--- src/sv/sbt_pkg.sv ---
// Types and codes for the sorted bounds table.
// Used by the sequencer, the top level and the checker; depends on nothing.
`timescale 1ns / 1ps

package sbt_pkg;

    localparam int VALUE_W     = 32;
    localparam int INDEX_W     = 4;
    localparam int COUNT_OUT_W = 5;

    typedef enum logic [1:0] {
        ACT_INSERT = 2'd0,
        ACT_REMOVE = 2'd1,
        ACT_READ   = 2'd2,
        ACT_CLEAR  = 2'd3
    } t_action;

    typedef enum logic [1:0] {
        ST_OK    = 2'd0,
        ST_RANGE = 2'd1,
        ST_FULL  = 2'd2
    } t_status;

    typedef struct packed {
        t_action                    action;
        logic signed [VALUE_W-1:0]  value;
        logic [INDEX_W-1:0]         index;
    } t_req;

    typedef struct packed {
        logic signed [VALUE_W-1:0]  read_value;
        logic [COUNT_OUT_W-1:0]     entry_count;
        t_status                    status;
    } t_rsp;

    typedef enum logic [2:0] {
        S_IDLE,
        S_INSERT,
        S_REMOVE,
        S_READ,
        S_FINISH
    } t_state;

endpackage

--- src/sv/sbt_mem.sv ---
// Table storage: one write port and one read port with registered read data.
// Depends on sbt_pkg for the entry width.
`timescale 1ns / 1ps

module sbt_mem #(
    parameter int TABLE_DEPTH = 16
) (
    input  logic                                   i_clk,
    input  logic                                   i_we,
    input  logic [$clog2(TABLE_DEPTH)-1:0]         i_waddr,
    input  logic [sbt_pkg::VALUE_W-1:0]            i_wdata,
    input  logic [$clog2(TABLE_DEPTH)-1:0]         i_raddr,
    output logic [sbt_pkg::VALUE_W-1:0]            o_rdata
);

    logic [sbt_pkg::VALUE_W-1:0] r_mem [TABLE_DEPTH];
    logic [sbt_pkg::VALUE_W-1:0] r_rdata;

    always_ff @(posedge i_clk) begin
        if (i_we) begin
            r_mem[i_waddr] <= i_wdata;
        end
        r_rdata <= r_mem[i_raddr];
    end

    assign o_rdata = r_rdata;

endmodule

--- src/sv/sbt_ctrl.sv ---
// Sequencer that walks the table memory for insert, remove and read requests
// and keeps the live entry count. Depends on sbt_pkg.
`timescale 1ns / 1ps

module sbt_ctrl #(
    parameter int TABLE_DEPTH = 16
) (
    input  logic                                   i_clk,
    input  logic                                   i_rst_n,
    input  logic                                   i_req_valid,
    input  sbt_pkg::t_req                          i_req,
    output logic                                   o_req_stall,
    output logic                                   o_mem_we,
    output logic [$clog2(TABLE_DEPTH)-1:0]         o_mem_waddr,
    output logic [sbt_pkg::VALUE_W-1:0]            o_mem_wdata,
    output logic [$clog2(TABLE_DEPTH)-1:0]         o_mem_raddr,
    input  logic [sbt_pkg::VALUE_W-1:0]            i_mem_rdata,
    output logic                                   o_res_valid,
    output sbt_pkg::t_rsp                          o_res,
    input  logic                                   i_res_ready
);

    localparam int AW = $clog2(TABLE_DEPTH);
    localparam int CW = $clog2(TABLE_DEPTH + 1);
    localparam int PW = AW + 2;
    localparam int IW = (PW > sbt_pkg::INDEX_W) ? PW : sbt_pkg::INDEX_W;
    localparam logic [PW-1:0] DEPTH_P = PW'(TABLE_DEPTH);
    localparam logic [IW-1:0] DEPTH_I = IW'(TABLE_DEPTH);

    sbt_pkg::t_state                    r_state, n_state;
    logic [CW-1:0]                      r_count, n_count;
    logic [AW-1:0]                      r_pos, n_pos;
    logic signed [sbt_pkg::VALUE_W-1:0] r_value, n_value;
    logic signed [sbt_pkg::VALUE_W-1:0] r_rdv, n_rdv;
    sbt_pkg::t_status                   r_status, n_status;

    logic [PW-1:0] pos_w;
    logic [PW-1:0] cnt_w;
    logic [IW-1:0] idx_w;
    logic [IW-1:0] cnt_i;

    always_ff @(posedge i_clk) begin
        if (!i_rst_n) begin
            r_state <= sbt_pkg::S_IDLE;
            r_count <= '0;
        end else begin
            r_state <= n_state;
            r_count <= n_count;
        end
        r_pos    <= n_pos;
        r_value  <= n_value;
        r_rdv    <= n_rdv;
        r_status <= n_status;
    end

    always_comb begin
        n_state  = r_state;
        n_count  = r_count;
        n_pos    = r_pos;
        n_value  = r_value;
        n_rdv    = r_rdv;
        n_status = r_status;

        pos_w = PW'(r_pos);
        cnt_w = PW'(r_count);
        idx_w = IW'(i_req.index);
        cnt_i = IW'(r_count);

        o_mem_we    = 1'b0;
        o_mem_waddr = r_pos;
        o_mem_wdata = r_value;
        o_mem_raddr = '0;

        o_req_stall = (r_state != sbt_pkg::S_IDLE);
        o_res_valid = (r_state == sbt_pkg::S_FINISH);
        o_res.read_value  = r_rdv;
        o_res.entry_count = sbt_pkg::COUNT_OUT_W'(r_count);
        o_res.status      = r_status;

        unique case (r_state)
            sbt_pkg::S_IDLE: begin
                if (i_req_valid) begin
                    n_value  = i_req.value;
                    n_rdv    = '0;
                    n_status = sbt_pkg::ST_OK;
                    n_state  = sbt_pkg::S_FINISH;
                    unique case (i_req.action)
                        sbt_pkg::ACT_INSERT: begin
                            if (cnt_w >= DEPTH_P) begin
                                n_status = sbt_pkg::ST_FULL;
                            end else begin
                                n_pos = AW'(r_count);
                                if (cnt_w != '0) begin
                                    o_mem_raddr = AW'(cnt_w - PW'(1));
                                end
                                n_state = sbt_pkg::S_INSERT;
                            end
                        end
                        sbt_pkg::ACT_REMOVE: begin
                            if (idx_w >= cnt_i) begin
                                n_status = sbt_pkg::ST_RANGE;
                            end else begin
                                n_pos = idx_w[AW-1:0];
                                if (idx_w + IW'(1) < DEPTH_I) begin
                                    o_mem_raddr = AW'(idx_w + IW'(1));
                                end
                                n_state = sbt_pkg::S_REMOVE;
                            end
                        end
                        sbt_pkg::ACT_READ: begin
                            if (idx_w >= cnt_i) begin
                                n_status = sbt_pkg::ST_RANGE;
                            end else begin
                                o_mem_raddr = idx_w[AW-1:0];
                                n_state     = sbt_pkg::S_READ;
                            end
                        end
                        sbt_pkg::ACT_CLEAR: begin
                            n_count = '0;
                        end
                        default: begin
                            n_state = sbt_pkg::S_FINISH;
                        end
                    endcase
                end
            end
            sbt_pkg::S_INSERT: begin
                o_mem_we = 1'b1;
                if (pos_w != '0 && $signed(i_mem_rdata) > r_value) begin
                    o_mem_wdata = i_mem_rdata;
                    n_pos       = r_pos - AW'(1);
                    if (pos_w >= PW'(2)) begin
                        o_mem_raddr = AW'(pos_w - PW'(2));
                    end
                end else begin
                    o_mem_wdata = r_value;
                    n_count     = r_count + CW'(1);
                    n_state     = sbt_pkg::S_FINISH;
                end
            end
            sbt_pkg::S_REMOVE: begin
                if (pos_w + PW'(1) < cnt_w) begin
                    o_mem_we    = 1'b1;
                    o_mem_wdata = i_mem_rdata;
                    n_pos       = r_pos + AW'(1);
                    if (pos_w + PW'(2) < DEPTH_P) begin
                        o_mem_raddr = AW'(pos_w + PW'(2));
                    end
                end else begin
                    n_count = r_count - CW'(1);
                    n_state = sbt_pkg::S_FINISH;
                end
            end
            sbt_pkg::S_READ: begin
                n_rdv   = i_mem_rdata;
                n_state = sbt_pkg::S_FINISH;
            end
            sbt_pkg::S_FINISH: begin
                if (i_res_ready) begin
                    n_state = sbt_pkg::S_IDLE;
                end
            end
            default: begin
                n_state = sbt_pkg::S_IDLE;
            end
        endcase
    end

endmodule

--- src/sv/sorted_bounds_table_top.sv ---
// Top level of the sorted bounds table: sequencer, table memory, output register.
// Depends on sbt_pkg, sbt_mem and sbt_ctrl.
`timescale 1ns / 1ps

// The block holds up to TABLE_DEPTH signed 32-bit values in ascending order, with
// equal values kept in arrival order, and answers each request with exactly one
// response that carries the entry count after the request. Insert walks down from
// the end of the table one position per cycle, moving larger entries up; remove
// walks up from the index, moving the entries above it down; read fetches the
// entry at the index; clear and rejected requests go straight to the response. The
// table memory, with one read and one write per cycle, sets this pace. Requests are
// taken one at a time. A finished response waits in the output register while the
// next request is already taken.

module sorted_bounds_table_top #(
    parameter int TABLE_DEPTH = 16
) (
    input  logic          i_clk,
    input  logic          i_rst_n,
    input  logic          i_in_valid,
    input  sbt_pkg::t_req i_in_req,
    output logic          o_in_stall,
    output logic          o_out_valid,
    output sbt_pkg::t_rsp o_out_rsp,
    input  logic          i_out_stall
);

    localparam int AW = $clog2(TABLE_DEPTH);

    logic                        mem_we;
    logic [AW-1:0]               mem_waddr;
    logic [sbt_pkg::VALUE_W-1:0] mem_wdata;
    logic [AW-1:0]               mem_raddr;
    logic [sbt_pkg::VALUE_W-1:0] mem_rdata;
    logic                        res_valid;
    sbt_pkg::t_rsp               res;
    logic                        res_ready;

    logic          r_out_valid;
    sbt_pkg::t_rsp r_out;

    sbt_ctrl #(
        .TABLE_DEPTH (TABLE_DEPTH)
    ) u_ctrl (
        .i_clk       (i_clk),
        .i_rst_n     (i_rst_n),
        .i_req_valid (i_in_valid),
        .i_req       (i_in_req),
        .o_req_stall (o_in_stall),
        .o_mem_we    (mem_we),
        .o_mem_waddr (mem_waddr),
        .o_mem_wdata (mem_wdata),
        .o_mem_raddr (mem_raddr),
        .i_mem_rdata (mem_rdata),
        .o_res_valid (res_valid),
        .o_res       (res),
        .i_res_ready (res_ready)
    );

    sbt_mem #(
        .TABLE_DEPTH (TABLE_DEPTH)
    ) u_mem (
        .i_clk   (i_clk),
        .i_we    (mem_we),
        .i_waddr (mem_waddr),
        .i_wdata (mem_wdata),
        .i_raddr (mem_raddr),
        .o_rdata (mem_rdata)
    );

    assign res_ready = !r_out_valid || !i_out_stall;

    always_ff @(posedge i_clk) begin
        if (!i_rst_n) begin
            r_out_valid <= 1'b0;
        end else if (res_valid && res_ready) begin
            r_out_valid <= 1'b1;
        end else if (!i_out_stall) begin
            r_out_valid <= 1'b0;
        end
        if (res_valid && res_ready) begin
            r_out <= res;
        end
    end

    assign o_out_valid = r_out_valid;
    assign o_out_rsp   = r_out;

endmodule

--- config.mk ---
export PLATFORM = sky130hd
export DESIGN_NAME = sorted_bounds_table_top
export DESIGN_NICKNAME = d
export VERILOG_FILES = /design/src/sv/sbt_pkg.sv /design/src/sv/sbt_mem.sv /design/src/sv/sbt_ctrl.sv /design/src/sv/sorted_bounds_table_top.sv
export SDC_FILE = /design/constraint.sdc
export NUM_CORES = 1
export LEC_CHECK = 0
export ABC_AREA = 1
export BUFFER_PORTS_ARGS = -buffer_cell sky130_fd_sc_hd__buf_4
export CAP_MARGIN = 10
export CORE_MARGIN = 10
export CORE_UTILIZATION = 55
export DETAILED_ROUTE_END_ITERATION = 16
export PLACE_DENSITY_LB_ADDON = 0.15
export SLEW_MARGIN = 20
export SYNTH_ARGS = -nofsm -noshare
export SYNTH_HDL_FRONTEND = slang
export SYNTH_SLANG_ARGS = --single-unit
--- constraint.sdc ---
create_clock -name i_clk -period 4.4 [get_ports i_clk]
set_clock_uncertainty 0.15 [all_clocks]
set_input_delay 0.44 -clock i_clk [delete_from_list [all_inputs] [get_ports i_clk]]
set_output_delay 0.44 -clock i_clk [all_outputs]
set_load 0.1 [all_outputs]
==> metrics.yaml <==
status: "complete, no violations"
cp_max_fo: 149
grt_setup_unrepaired: "no"
required_ns: 4.78
post-synth-top-area-fraction_pct: 66.80
initial_core_util_pct: 55.65
path_cells: "ha_1 > inv_1 > nor2_1 > ha_1 > nand2_1 > o21a_1 > nand2_1 > nor2_1 > inv_2 > nor2_2 > inv_2 > nor2_4 > a21oi_4 > buf_12 > nand3_1 > nand3_1 > nand3_1 > nand2_1 > nand2_1 > nand2_1"
final.setup.worst_slack_ns: 0.4402
clkSlewWorstSetupHoldPaths_ns: 0.06
syn_area_um2: 27920
drive_above_1_share_pct: 11.67
drt_pre_antenna_iters: 8
overflow: 0
placed_cells_incl_taps: 3091
end_kind: "register"
yosysTopAreaCell: "edfxtp_1"
async_flop_share_pct: 0
cts_setup_buffers: 0
pre_cts_ws_ns: 0.5842
syn_avg_cell_area_um2: 11.65
grt_pass1_vias: 18579
wl_per_cell_um: 22.41
clk_latency_ns: 0.59
dieArea_um2: 60170
yosys-top-cells-area: "edfxtp_1 (67%), nand3_1 (12%), nand2_1 (7.2%)"
cp_slowest_stage_delay_ns: 0.56
avgViaCountPerCell: 5.878
cts_buffers: 67
htreeDepth: 3
crit_type: "reg -> reg"
routed_wl_um: 72690
worst_ep_arrival_time_ns: 4.34
grt_max_degree: 152
ys_seq_area_share_pct: 69.74
cts.sinks: 662
io-pin-count: 83
hold_start: "i_out_stall"
cts_tree: "built"
die_x_um: 245.3
synth-edff-count: 621
syn2layout_area_growth_pct: 15.73
hold_violations: 0
antenna_found_initial: 1
drcViolationCount: 0
grt_usage_pct: 24.06
ys_ff_latch: 662
grt_pass1_wl_um: 110700
cap_violations: 0
antenna_left: 0
clockBufferDepth: 3
critPathMostFrequentCell: "nand2_1"
vdd_drop_max_mv: 0.2651
stdcell_count: 3244
worst_path_max_delay_cell: "edfxtp_1"
post-dp-hpwl_um: 38600
max_freq_mhz: 252.5
slew_headroom_pct: 27.86
post_cts_resized: 0
worstHoldPathType: "in -> reg"
setup-violations-final: 0
port_buffers: 82
n_fill_cell: 3680
setup.worst_path.start: "u_ctrl.o_mem_waddr[1]"
synth-warning-count: 0
leakagePower_nw: 12.15
post-route-min-period_ns: 3.960
vias: 19068
yosys.cell_types.count: 41
worst_pin_slew_ns: 1.082
design.core.area_um2: 50170
place.gp.congestion: 0.8593
cp-start-kind: "register"
cellPowerDensity_nw_per_um2: 519.9
syn-instance-count: 2396
drv_slew: 0
clock-root-buffer: "clkbuf_16"
timing.final.crit_share_pct: 89.99
power_mw: 16.80
yosys_most_used_dff: "edfxtp_1"
syn_nets: 2498
num_rows: 82
drtIter0Drc: 2066
nets: 2623
worstReg2RegStart: "u_ctrl.o_mem_waddr[1]"
die_y_um: 245.3
cts_hold_buf: 33
## state kept, by name, indices dropped and copies added (netlist names)
signal and flops:
u_mem.o_rdata 32, u_ctrl.o_mem_waddr 4, u_ctrl.r_count 5, o_out_valid 1
u_ctrl.r_value 32, u_mem.r_mem 512, u_ctrl.r_rdv 32, u_ctrl.r_state 3
u_ctrl.r_status 2, o_out_rsp 39
## metal layers
metal | GRT usage [%] | wire length (um)
met5 | 0 | 10
met1 | 32.85 | 29590
met3 | 4.800 | 6842
met2 | 37.53 | 34140
met4 | 9.425 | 2104
## worst max-delay path, delay by kind of cell, from the launching register on
family          cells  cell delay, ns
flops               1            0.56
compound gates      2            0.48
simple gates       12            1.04
fa+ha+maj           2            0.59
buf+inv             4            0.84
## worst paths after layout
| kind | end | slack (ns) | depth (start not counted) |
|---|---|---|---|
| worst max-delay path | u_mem.o_rdata[4] | 0.44 | 20 |
| worst min-delay path | o_out_valid | 0.03 | 3 |
| worst max register to register | u_mem.o_rdata[4] | 0.44 | 20 |
| worst min register to register | o_out_rsp[31] | 0.27 | 0 |
## stage by stage
stage          hold WS, ns  cell area (um2)  TNS (ns)  util, %
2_1_floorplan       0.2503            27920    -38.02        -
3_3_place_gp        0.2508            29770         0    59.35
3_5_place_dp        0.2545            29800         0    59.40
4_1_cts           0.004834            32310         0    64.39
5_1_grt            0.05098            32310         0    64.39
6_report           0.03477            32310         0    64.40
## cells by family after synthesis
family / after synthesis / share of synthesized area, %
DFF: 662 / 69.74
AOI/OAI and AO/OA: 94 / 1.896
and+or+nand+nor: 1308 / 20.88
buffers and inverters: 261 / 4.401
adders and majority gates: 60 / 2.743
xor gates and xnor gates: 11 / 0.3451
## area by class of cell
cell class,count,area [um2],share of cell area (%)
diodes,1,2.502,0.007745
clock buffers,92,1842,5.701
repair buffers,197,1969,6.096
multi-input cells,1473,7403,22.91
inverters,120,450.4,1.394
clock inverters,27,331.6,1.026
flip-flops and latches,662,19470,60.26
well taps,672,840.8,2.602
## layout by cell type (no fill, tap or decap), types with 19 or more instances in the layout
master | Yosys | final
inv_1 | 114 | 114
edfxtp_1 | 621 | 621
clkbuf_1 | 12 | 19
a21oi_1 | 32 | 31
dlygate4sd3_1 | 0 | 33
buf_12 | 0 | 31
o21ai_0 | 45 | 44
nand3_1 | 661 | 660
nor2_1 | 84 | 69
buf_4 | 28 | 132
clkbuf_16 | 0 | 68
dfxtp_1 | 41 | 41
ha_1 | 58 | 58
nand2_1 | 538 | 538
## synth_stat cells, types with 8 or more instances
cell,instances
nand3_1,661
edfxtp_1,621
nand2_1,538
inv_1,114
buf_2,91
nor2_1,84
ha_1,58
o21ai_0,45
dfxtp_1,41
a21oi_1,32
buf_4,28
clkbuf_1,12
xor2_1,8
## where the power goes
| part | total [mW] | internal [mW] | leakage (nW) | switching [mW] |
|---|---|---|---|---|
| clock network | 5.66 | 3.35 | 1.06 | 2.31 |
| registers | 7.84 | 7.51 | 6.00 | 0.324 |
| logic | 3.30 | 0.995 | 5.09 | 2.30 |
Power figures use the tool's default switching activity.
